===== config.mk =====
export PLATFORM = sky130hd
export DESIGN_NAME = wildcard_star_regex_matcher_flat
export DESIGN_NICKNAME = d
export VERILOG_FILES = /design/src/design/wsrm_pkg.sv /design/src/design/wsrm_req_if.sv /design/src/design/wsrm_rsp_if.sv /design/src/design/wsrm_cell.sv /design/src/design/wildcard_star_regex_matcher.sv /design/src/flat_wrapper.sv
export SDC_FILE = /design/constraint.sdc
export NUM_CORES = 1
export LEC_CHECK = 0
export BUFFER_PORTS_ARGS = -buffer_cell sky130_fd_sc_hd__buf_2
export CORE_UTILIZATION = 55
export CTS_CLUSTER_SIZE = 14
export DETAILED_ROUTE_END_ITERATION = 16
export GPL_ROUTABILITY_DRIVEN = 0
export PLACE_DENSITY = 0.72
export SYNTH_ARGS = -nofsm -noshare
export SYNTH_HDL_FRONTEND = slang
export SYNTH_SLANG_ARGS = --single-unit

===== constraint.sdc =====
create_clock -name clock -period 8.3 [get_ports clock]
set_clock_uncertainty 0.1 [all_clocks]
set_input_delay 1.66 -clock clock [delete_from_list [all_inputs] [get_ports clock]]
set_output_delay 1.66 -clock clock [all_outputs]
set_load 0.02 [all_outputs]

===== src/design/wsrm_pkg.sv =====
// shared types and constants for the wildcard star regex matcher
// no dependencies; imported by the interfaces, the cell and the top level
package wsrm_pkg;

   localparam int CHAR_W     = 8;
   localparam int LEN_W      = 5;
   localparam int CSR_DATA_W = 64;
   localparam int CSR_IDX_W  = 2;

   typedef logic [CHAR_W-1:0] char_type;
   typedef logic [LEN_W-1:0] len_type;

   localparam char_type STAR_CHAR = 8'h2A;
   localparam char_type DOT_CHAR  = 8'h2E;

   localparam logic KIND_CHAR = 1'b0;
   localparam logic KIND_END  = 1'b1;

   localparam logic [CSR_IDX_W-1:0] REG_PAT_LOW  = 2'd0;
   localparam logic [CSR_IDX_W-1:0] REG_PAT_HIGH = 2'd1;
   localparam logic [CSR_IDX_W-1:0] REG_PAT_LEN  = 2'd2;

   // per-item control broadcast to every cell
   typedef struct packed {
      logic     load;
      logic     restart;
      char_type text_char;
   } cell_ctl_type;

   // signals handed from cell k to cell k+1
   typedef struct packed {
      logic carry;
      logic carry_next;
      logic fwd;
   } link_type;

   // per-cell status seen by the top level
   typedef struct packed {
      logic active;
      logic closed;
      logic closed_next;
   } tap_type;

endpackage


===== src/design/wsrm_req_if.sv =====
// item channel carrying text bytes into the matcher
// depends on wsrm_pkg
interface wsrm_req_if import wsrm_pkg::*; ();
   logic     valid;
   logic     ready;
   logic     kind;
   char_type text_char;
   logic     final_char;

   modport source (output valid, kind, text_char, final_char, input ready);
   modport sink (input valid, kind, text_char, final_char, output ready);
endinterface


===== src/design/wsrm_rsp_if.sv =====
// result channel carrying the match bit out of the matcher
// depends on wsrm_pkg
interface wsrm_rsp_if import wsrm_pkg::*; ();
   logic valid;
   logic ready;
   logic matched;

   modport source (output valid, matched, input ready);
   modport sink (input valid, matched, output ready);
endinterface


===== src/design/wsrm_cell.sv =====
// one pattern position of the matcher: holds its active bit, compares its
// pattern char against the text byte and ripples star closure to the right
// depends on wsrm_pkg
module wsrm_cell import wsrm_pkg::*; #(
   parameter int CELL_INDEX = 0
) (
   input  logic         clock,
   input  logic         reset,
   input  cell_ctl_type ctl,
   input  char_type     pat_char,
   input  len_type      pat_len,
   input  logic         star_in,
   output logic         star_out,
   input  link_type     link_in,
   output link_type     link_out,
   output tap_type      tap
);

   localparam len_type POS       = LEN_W'(CELL_INDEX);
   localparam logic    START_BIT = (CELL_INDEX == 0);

   logic active_ff;
   logic active_in;
   logic in_use;
   logic in_mask;
   logic is_star;
   logic is_elem;
   logic starred;
   logic skip;
   logic closed;
   logic hit;
   logic next_bit;
   logic closed_next;

   always_comb begin
      in_use   = (POS < pat_len);
      in_mask  = (POS <= pat_len);
      is_star  = (pat_char == STAR_CHAR);
      is_elem  = in_use && !is_star;
      starred  = is_elem && star_in;
      skip     = in_use && (is_star || starred);
      star_out = in_use && is_star;

      // closure of the stored set, then one step on the text byte
      closed   = in_mask && (active_ff || link_in.carry);
      hit      = is_elem && closed &&
                 ((pat_char == ctl.text_char) || (pat_char == DOT_CHAR));
      next_bit = (hit && starred) || link_in.fwd;

      // closure of the stepped set, used when the item ends a text
      closed_next = in_mask && (next_bit || link_in.carry_next);

      link_out.carry      = closed && skip;
      link_out.carry_next = closed_next && skip;
      link_out.fwd        = hit && !starred;

      tap.active      = active_ff;
      tap.closed      = closed;
      tap.closed_next = closed_next;
   end

   always_comb begin
      active_in = active_ff;
      if (ctl.restart) begin
         active_in = START_BIT;
      end else if (ctl.load) begin
         active_in = next_bit;
      end
   end

   always_ff @(posedge clock) begin
      if (reset) begin
         active_ff <= START_BIT;
      end else begin
         active_ff <= active_in;
      end
   end

endmodule


===== src/design/wildcard_star_regex_matcher.sv =====
// top level of the wildcard star regex matcher: configuration registers,
// the row of pattern cells and the result register
// depends on wsrm_pkg, wsrm_req_if, wsrm_rsp_if and wsrm_cell
//
// Usage: load the pattern through the csr port (index 0 chars 0..7, index 1
// chars 8..15, index 2 length) while no text is in progress. Stream one text
// byte per req item with kind 0; set final_char on the last one. An empty text
// is sent as a single item with kind 1 and final_char 1. Each final item gives
// one rsp item whose matched bit tells whether the whole text matched.
// Throughput is one item per cycle while rsp is not stalled: every cell
// updates its active bit in the cycle the byte is taken, with star closure
// rippling through the cell row twice in that cycle (before and after the
// step). The result is registered, so it appears on rsp in the cycle after
// the final item is taken. A waiting result blocks input only while rsp.ready
// is low: req.ready drops exactly when a result is held and rsp.ready is low,
// so a stall on rsp backs up into req.
// Reset clears the pattern to length 0, empties the result register and puts
// the cell row back at the start position.
module wildcard_star_regex_matcher import wsrm_pkg::*; #(
   parameter int MAX_PATTERN = 16
) (
   input  logic                  clock,
   input  logic                  reset,
   wsrm_req_if.sink              req_chan,
   wsrm_rsp_if.source            rsp_chan,
   input  logic                  csr_we,
   input  logic [CSR_IDX_W-1:0]  csr_index,
   input  logic [CSR_DATA_W-1:0] csr_data
);

   localparam len_type MAX_LEN = LEN_W'(MAX_PATTERN);
   localparam int      SEL_W   = $clog2(MAX_PATTERN + 1);

   logic [CSR_DATA_W-1:0] pat_low_ff;
   logic [CSR_DATA_W-1:0] pat_high_ff;
   len_type               pat_len_ff;
   logic                  end_ff;
   logic                  end_in;
   logic                  rsp_valid_ff;
   logic                  rsp_valid_in;
   logic                  matched_ff;
   logic                  matched_in;

   logic [2*CSR_DATA_W-1:0] pat_word;
   len_type                 len_eff;
   logic                    in_fire;
   logic                    out_fire;
   logic                    at_end;
   cell_ctl_type            ctl;
   link_type                link  [0:MAX_PATTERN];
   logic                    star  [0:MAX_PATTERN];
   tap_type                 taps  [0:MAX_PATTERN-1];
   logic [MAX_PATTERN:0]    closed_vec;
   logic [MAX_PATTERN:0]    closed_next_vec;
   logic [MAX_PATTERN:0]    raw_vec;

   // configuration registers
   always_ff @(posedge clock) begin
      if (reset) begin
         pat_low_ff  <= '0;
         pat_high_ff <= '0;
         pat_len_ff  <= '0;
      end else if (csr_we) begin
         unique case (csr_index)
            REG_PAT_LOW:  pat_low_ff  <= csr_data;
            REG_PAT_HIGH: pat_high_ff <= csr_data;
            REG_PAT_LEN:  pat_len_ff  <= csr_data[LEN_W-1:0];
            default: ;
         endcase
      end
   end

   assign pat_word = {pat_high_ff, pat_low_ff};
   assign len_eff  = (pat_len_ff > MAX_LEN) ? MAX_LEN : pat_len_ff;

   assign req_chan.ready = !rsp_valid_ff || rsp_chan.ready;
   assign in_fire        = req_chan.valid && req_chan.ready;
   assign out_fire       = rsp_valid_ff && rsp_chan.ready;

   always_comb begin
      ctl.restart   = in_fire && req_chan.final_char;
      ctl.load      = in_fire && !req_chan.final_char && (req_chan.kind == KIND_CHAR);
      ctl.text_char = req_chan.text_char;
   end

   assign link[0]            = '0;
   assign star[MAX_PATTERN]  = 1'b0;

   for (genvar g = 0; g < MAX_PATTERN; g++) begin : g_cell
      wsrm_cell #(
         .CELL_INDEX (g)
      ) u_cell (
         .clock    (clock),
         .reset    (reset),
         .ctl      (ctl),
         .pat_char (pat_word[g*CHAR_W +: CHAR_W]),
         .pat_len  (len_eff),
         .star_in  (star[g+1]),
         .star_out (star[g]),
         .link_in  (link[g]),
         .link_out (link[g+1]),
         .tap      (taps[g])
      );
      assign closed_vec[g]      = taps[g].closed;
      assign closed_next_vec[g] = taps[g].closed_next;
      assign raw_vec[g]         = taps[g].active;
   end

   // position past the last cell: pattern complete
   assign at_end                       = (len_eff == MAX_LEN);
   assign closed_vec[MAX_PATTERN]      = at_end && (end_ff || link[MAX_PATTERN].carry);
   assign closed_next_vec[MAX_PATTERN] = at_end &&
                                         (link[MAX_PATTERN].fwd || link[MAX_PATTERN].carry_next);
   assign raw_vec[MAX_PATTERN]         = end_ff;

   always_comb begin
      end_in = end_ff;
      if (ctl.restart) begin
         end_in = 1'b0;
      end else if (ctl.load) begin
         end_in = link[MAX_PATTERN].fwd;
      end
   end

   // result register
   always_comb begin
      rsp_valid_in = rsp_valid_ff && !out_fire;
      matched_in   = matched_ff;
      if (ctl.restart) begin
         rsp_valid_in = 1'b1;
         matched_in   = (req_chan.kind == KIND_END) ? closed_vec[len_eff[SEL_W-1:0]]
                                                   : closed_next_vec[len_eff[SEL_W-1:0]];
      end
   end

   always_ff @(posedge clock) begin
      if (reset) begin
         end_ff       <= 1'b0;
         rsp_valid_ff <= 1'b0;
      end else begin
         end_ff       <= end_in;
         rsp_valid_ff <= rsp_valid_in;
      end
   end

   always_ff @(posedge clock) begin
      matched_ff <= matched_in;
   end

   assign rsp_chan.valid   = rsp_valid_ff;
   assign rsp_chan.matched = matched_ff;

   localparam logic [MAX_PATTERN:0] START_SET = (MAX_PATTERN+1)'(1);

   a_rsp_from_final: assert property (@(posedge clock) disable iff (reset)
      $rose(rsp_valid_ff) |-> $past(in_fire && req_chan.final_char))
      else $error("result raised without a final item");

   a_restart_set: assert property (@(posedge clock) disable iff (reset)
      in_fire && req_chan.final_char |=> raw_vec == START_SET)
      else $error("cell row not back at start after final item");

   a_empty_hold: assert property (@(posedge clock) disable iff (reset)
      in_fire && (req_chan.kind == KIND_END) && !req_chan.final_char |=> $stable(raw_vec))
      else $error("non-final empty end changed the active set");

   a_stall_cause: assert property (@(posedge clock) disable iff (reset)
      !req_chan.ready |-> rsp_valid_ff && !rsp_chan.ready)
      else $error("input stalled without a held result");

endmodule


===== src/flat_wrapper.sv =====
// flat-port wrapper written by rule: the top's interface ports become plain ports
module wildcard_star_regex_matcher_flat import wsrm_pkg::*;
#(
   parameter int MAX_PATTERN = 16
)
  (clock, reset, csr_we, csr_index, csr_data, req_chan_valid, req_chan_kind, req_chan_text_char, req_chan_final_char, req_chan_ready, rsp_chan_valid, rsp_chan_matched, rsp_chan_ready);
  wsrm_req_if req_chan_i ();
  wsrm_rsp_if rsp_chan_i ();
  input  logic clock;
  input  logic reset;
  input  logic csr_we;
  input  logic [CSR_IDX_W-1:0] csr_index;
  input  logic [CSR_DATA_W-1:0] csr_data;
  input wire logic [$bits(req_chan_i.valid)-1:0] req_chan_valid;
  input wire logic [$bits(req_chan_i.kind)-1:0] req_chan_kind;
  input wire logic [$bits(req_chan_i.text_char)-1:0] req_chan_text_char;
  input wire logic [$bits(req_chan_i.final_char)-1:0] req_chan_final_char;
  output wire logic [$bits(req_chan_i.ready)-1:0] req_chan_ready;
  output wire logic [$bits(rsp_chan_i.valid)-1:0] rsp_chan_valid;
  output wire logic [$bits(rsp_chan_i.matched)-1:0] rsp_chan_matched;
  input wire logic [$bits(rsp_chan_i.ready)-1:0] rsp_chan_ready;
  assign req_chan_i.valid = req_chan_valid;
  assign req_chan_i.kind = req_chan_kind;
  assign req_chan_i.text_char = req_chan_text_char;
  assign req_chan_i.final_char = req_chan_final_char;
  assign req_chan_ready = req_chan_i.ready;
  assign rsp_chan_valid = rsp_chan_i.valid;
  assign rsp_chan_matched = rsp_chan_i.matched;
  assign rsp_chan_i.ready = rsp_chan_ready;
  wildcard_star_regex_matcher #(.MAX_PATTERN(MAX_PATTERN)) u_core (.clock(clock), .reset(reset), .req_chan(req_chan_i), .rsp_chan(rsp_chan_i), .csr_we(csr_we), .csr_index(csr_index), .csr_data(csr_data));
endmodule

; Word-level counts from Yosys, hierarchy flattened
; Index checks and enable logic that the tools add are counted.
[word_totals]
ff_bits = 152
elab_cells = 427
output_inout_bits = 3
inputBits = 81
[classes]
n_eq_ne = 51
reduce_logical = 312
mux = 7
order_cmp = 34
n_bitwise = 1
[ops]
columns = op, count
row1 = "8-bit by 6-bit == test with 1-bit output, second input constant", 32
row2 = 1-bit logical AND, 195
row3 = 8-bit == test, 16
row4 = 1-bit logical OR, 78
row5 = "4-bit by 5-bit less-or-equal comparator with 1-bit output, first input constant", 8
row6 = "4-bit by 5-bit < comparator with 1-bit output, first input constant", 8
row7 = 1-bit zero test, 34
row8 = "3-bit by 5-bit less-or-equal comparator with 1-bit output, first input constant", 4
row9 = "3-bit by 5-bit < comparator with 1-bit output, first input constant", 4
row10 = 1-bit binary-select mux with 5-bit select, 2
row11 = "1-bit by 5-bit less-or-equal comparator with 1-bit output, first input constant", 2
row12 = "2-bit by 5-bit less-or-equal comparator with 1-bit output, first input constant", 2
row13 = "1-bit by 5-bit < comparator with 1-bit output, first input constant", 2
row14 = "2-bit by 5-bit < comparator with 1-bit output, first input constant", 2
row15 = "5-bit by 6-bit < comparator with 1-bit output, second input constant", 1
row16 = 2-bit AND reduction, 3
row17 = "5-bit == test, second input constant", 1
row18 = "5-bit greater-than comparator, second input constant", 1
row19 = 5-bit 2-to-1 mux, 1
row20 = 1-bit 2-to-1 mux, 4
row21 = "2-bit by 1-bit == test with 1-bit output, second input constant", 1
row22 = "2-bit == test, second input constant", 1
row23 = 2-bit zero test, 1
row24 = 2-bit OR reduction, 1
row25 = 1-bit NOT, 1

; Logic depth before layout (Yosys ltp)
[logic_depth]
ltp_word = 64
depth_mapped = 15
mapped_depth_nobuf = 13

; Hierarchy
; A second synthesis with hierarchy kept.
[hier_totals]
cells_unflattened = 1320
hier_area_um2 = 10193.5
[modules_own_cells]
columns = mod, area_per_inst_um2, cells_per_inst, seq_area_each_um2, n_inst
row1 = wildcard_star_regex_matcher, 5062.4, 640, 2732.6, 1
row2 = wsrm_cell at u_core.g_cell[12].u_cell, 375.4, 48, 20.0, 1
row3 = wsrm_cell at u_core.g_cell[1].u_cell, 362.8, 49, 20.0, 1
row4 = wsrm_cell at u_core.g_cell[3].u_cell, 341.6, 46, 20.0, 1
row5 = wsrm_cell at u_core.g_cell[5].u_cell, 330.3, 47, 20.0, 1
row6 = wsrm_cell at u_core.g_cell[8].u_cell, 327.8, 48, 20.0, 1
row7 = wsrm_cell at u_core.g_cell[2].u_cell, 324.1, 39, 20.0, 1
row8 = wsrm_cell at u_core.g_cell[11].u_cell, 322.8, 44, 20.0, 1
row9 = wsrm_cell at u_core.g_cell[15].u_cell, 321.6, 39, 20.0, 1
row10 = wsrm_cell at u_core.g_cell[10].u_cell, 319.1, 44, 20.0, 1
row11 = wsrm_cell at u_core.g_cell[13].u_cell, 310.3, 40, 20.0, 1
row12 = wsrm_cell at u_core.g_cell[4].u_cell, 307.8, 40, 20.0, 1
row13 = wsrm_cell at u_core.g_cell[0].u_cell, 306.5, 37, 20.0, 1
row14 = wsrm_cell at u_core.g_cell[14].u_cell, 299.0, 41, 20.0, 1
row15 = 3 more rows, n/a, n/a, n/a, n/a

; Least setup slack after synthesis
; Ideal clock, no wire load.
[synth_path]
path_kind = input-to-reg
startpoint = input port req_chan_text_char[1]
endpoint = register u_core.matched_ff (netlist: u_core.rsp_chan.matched) (data pin)
t_required_ns = 7.925
path_stages = 14
setup_time_ns = 0.275
path_buffers = 1
setup_slack_ns = 3.799
arrival_time_ns = 4.127
cell_sequence = clkbuf_1 > xnor2_1 > nand4_1 > nor2_1 > o2111a_1 > nor3_1 > a21o_2 > nand3_1 > a221o_1 > o311a_1 > a211oi_2 > a31oi_1 > o31ai_1 > o221ai_1
[synth_via]
elab_chain_cells = 56
elab_cells_between_ends = 144
[synth_lines]
columns = item, line
row1 = from (decl), flat_wrapper.sv:16  ; input wire logic [$bits(req_chan_i.text_char)-1:0] req_chan_text_char;
row2 = 8-bit == test, wsrm_cell.sv:47  ; ((pat_char == ctl.text_char) || (pat_char == DOT_CHAR));
row3 = 1-bit logical OR, wsrm_cell.sv:47
row4 = 1-bit logical AND, wsrm_cell.sv:46  ; hit = is_elem && closed &&
row5 = 1-bit logical AND, wsrm_cell.sv:48  ; next_bit = (hit && starred) || link_in.fwd;
row6 = 1-bit logical AND, wsrm_cell.sv:51  ; closed_next = in_mask && (next_bit || link_in.carry_next);
row7 = 1-bit logical AND, wsrm_cell.sv:54  ; link_out.carry_next = closed_next && skip;
row8 = 1-bit logical OR, wsrm_cell.sv:51
row9 = 1-bit logical AND, wsrm_cell.sv:51
row10 = [... 40 more ...], n/a
row11 = 1-bit logical OR, wsrm_cell.sv:51
row12 = 1-bit logical AND, wsrm_cell.sv:51
row13 = 1-bit logical AND, wsrm_cell.sv:54
row14 = 1-bit logical OR, wildcard_star_regex_matcher.sv:113  ; (link[MAX_PATTERN].fwd || link[MAX_PATTERN].carry_next);
row15 = 1-bit logical AND, wildcard_star_regex_matcher.sv:112  ; assign closed_next_vec[MAX_PATTERN] = at_end &&
row16 = 1-bit binary-select mux with 5-bit select *, wildcard_star_regex_matcher.sv:132  ; : closed_next_vec[len_eff[SEL_W-1:0]];
row17 = 1-bit 2-to-1 mux (not written as such) *, wildcard_star_regex_matcher.sv:132
row18 = 1-bit 2-to-1 mux *, wildcard_star_regex_matcher.sv:131  ; matched_in = (req_chan.kind == KIND_END) ? closed_vec[len_eff[SEL_W-1:0]]
row19 = to (signal assigned), wildcard_star_regex_matcher.sv:147  ; matched_ff <= matched_in;
row20 = to (decl), wildcard_star_regex_matcher.sv:41  ; logic matched_ff;
; Mark *: on every way between the ends. The rest lies on a longest branch, timed or not. The select of a mux whose other input is x is not followed.
; A chain may end at the register's enable or synchronous reset.

; Final worst setup path
[layout_path]
startpoint = input port req_chan_text_char[3]
endpoint = register u_core.matched_ff (netlist: u_core.rsp_chan.matched) (data pin)
; The elaborated chain is that of the path after synthesis.

==> qor.yml <==
hp-class: "reg -> reg"
routed_wl_mm: 29.5
register_area_sq_um: 3050
power_mw: 1.79
grt_pass1_vias: 8803
rsz0062_at_grt: "false"
fillers: 1593
hold_violations: 0
dp_slack_ps: 3200
yosysWarningCount: 0
status: "finished, final reports clean"
placement.io_buffers: 83
crit_path_max_fanout: 16
clk_latency_ps: 430
post_cts_buffers: 0
clock_path_buffers: 2
vias: 9424
final_util_pct: 62.5
drtPass1Iterations: 5
placed_cell_area_sq_um: 9890
start_kind: "primary input"
critPathKind: "in -> reg"
post-route-period-util_pct: 57.4
setup_viol: 0
design_area_sq_um: 10500
die-height_microns: 134
synth_top_area_share_pct: 31.8
grt_max_degree: 91
dp_hpwl_mm: 20.6
ys_ff_latch: 152
drv_slew: 0
synth_area_leaders: "dfxtp_1 32%, nand2_1 12%, a21oi_1 8.2%, xnor2_1 7.3%, xor2_1 3.7%"
finalWorstSetupSlack_ps: 3530
instances_no_fill: 1512
multi_input_area_sq_um: 5990
insertedDiodeCount: 0
avgSynthCellArea_sq_um: 7.63
arrival_ps: 4830
ios: 84
antenna_found_initial: 0
seq_area_frac_synth_pct: 32.1
p_leak_nw: 3.63
grt-ovfl-total: 0
final_nets: 1361
ys.flop_type: "dfxtp_1"
wire_per_inst_microns: 19.5
synth_edf_count: 1
cts_root_buf: "clkbuf_16"
route.detailed.drc: 0
powerDensity_nw_per_um2: 170
tns_ps: 0
grtUsageTotal_pct: 33.6
cts_resized: 0
max_freq_mhz: 210
clk_pin_slew_ps: 70
max_slew.worst_pin.slew_ps: 981
netlist-cell-type-count: 108
die_w_microns: 134
crit_required_ps: 8360
syn_area_sq_um: 9510
syn_nets: 1328
drive_above_1_share_pct: 14.6
area_delta_synth_final_pct: 10.2
cts_buffers: 17
cts_tree: "done"
endpoint_kind: "flop"
rows: 47
postCtsHoldBufs: 0
cts_sinks: 152
vdd_ir_drop_max_mv: 0.146
synth_top_cell_by_area: "dfxtp_1"
drtIter0Drc: 804
synthArstFlopShare_pct: 0
via_per_inst: 6.23
layout_min_cycle_time_ps: 4770
htreeDepth: 4
hold_ws_ps: 380
grt_pass1_wl_mm: 47.1
core_sq_um: 16800
maxCapViolCount: 0
antenna_left: 0
dp_cells: 1481
dieArea_sq_um: 17800
start_util_pct: 56.8
synthCells: 1247
maxSlewHeadroom_pct: 34.6
==> worst max-delay path: stages <==
cell      delay, ps
buf_2           480
xnor2_1         120
nand4_1         120
nor2_1           60
o2111a_1        250
nor3_1          430
a21o_2          170
nand3_1          80
a221o_1         310
a221oi_1        340
o31ai_1         170
o2111a_1        270
o31ai_1         210
o221ai_1        150
==> metal layers <==
| metal | GRT usage (%) | wire, microns |
|---|---|---|
| met1 | 46.2 | 13000 |
| met2 | 51.6 | 13100 |
| met5 | 0 | 0 |
| met3 | 6.05 | 2310 |
| met4 | 14.2 | 996 |
==> synthesized netlist by cell type (12+ instances only) <==
cell type  number
nor4b_1        12
nand3_1        20
nor4_1         14
nor3_1         28
a211oi_1       14
o21ai_0        17
a21oi_1       155
nor2_1         73
a31oi_1        12
dfxtp_1       151
clkbuf_1       51
xnor2_1        79
inv_1          18
nand4_1        20
xor2_1         40
nand2_1       309
==> path summary, 6_finish.rpt <==
check	startpoint	endpoint	slack, ps	depth (start not counted)
min	u_core.pat_high_ff[23]$_SDFFE_PP0P_	u_core.pat_high_ff[23]$_SDFFE_PP0P_	380	2
max	req_chan_text_char[3]	u_core.rsp_chan.matched$_DFFE_PP_	3530	14
min reg2reg	u_core.pat_high_ff[23]$_SDFFE_PP0P_	u_core.pat_high_ff[23]$_SDFFE_PP0P_	380	2
max reg2reg	u_core.pat_len_ff[4]$_SDFFE_PP0P_	u_core.rsp_chan.matched$_DFFE_PP_	3810	14
==> placed cells by master, fill, tap and decap left out, types with 4 or more instances in the layout <==
cell type	instances
nand2_1	309
a21oi_1	155
dfxtp_1	151
buf_2	82
xnor2_1	79
nor2_1	73
xor2_1	40
nor3_1	27
nand3_1	20
nand4_1	20
inv_1	18
o21ai_0	17
clkbuf_16	17
nor4_1	14
a211oi_1	14
nor4b_1	12
a31oi_1	12
buf_4	12
nand3b_1	11
o31ai_1	11
a21o_1	11
o211ai_1	8
or3_1	8
mux2i_1	6
nand4b_1	5
or4b_2	5
a32o_1	4
o22a_1	4
o22ai_1	4
nor2b_1	4
nand2b_1	4
inv_6	4
==> cell type report <==
type | count | share of cell area [%]
Clock buffer | 19 | 4.32
Clock inverter | 12 | 1.32
Inverter | 18 | 0.645
Multi-Input combinational cell | 997 | 57.2
Sequential cell | 152 | 29.1
Tap cell | 220 | 2.63
Timing Repair Buffer | 94 | 4.77
==> sequential cells by signal, summed over array words and instances (netlist names) <==
signal,cells
u_core.end_ff,1
u_core.pat_high_ff,64
u_core.g_cell.u_cell.active_ff,16
u_core.rsp_chan.matched,1
u_core.pat_len_ff,5
u_core.pat_low_ff,64
u_core.rsp_chan.valid,1
==> kinds of logic after synthesis <==
family	share of synthesized area [%]
buffers and inverters	5.00
AOI/OAI and AO/OA	23.0
DFF	32.1
muxes	0.631
xor gates and xnor gates	11.0
and+or+nand+nor	28.3
==> report_power, final <==
group	internal [mW]	switching (mW)	total (mW)	leakage, nW
Combinational	0.0796	0.129	0.209	2.10
Clock	0.461	0.331	0.792	0.291
Sequential	0.755	0.0300	0.785	1.24
Power figures use the tool's default switching activity.
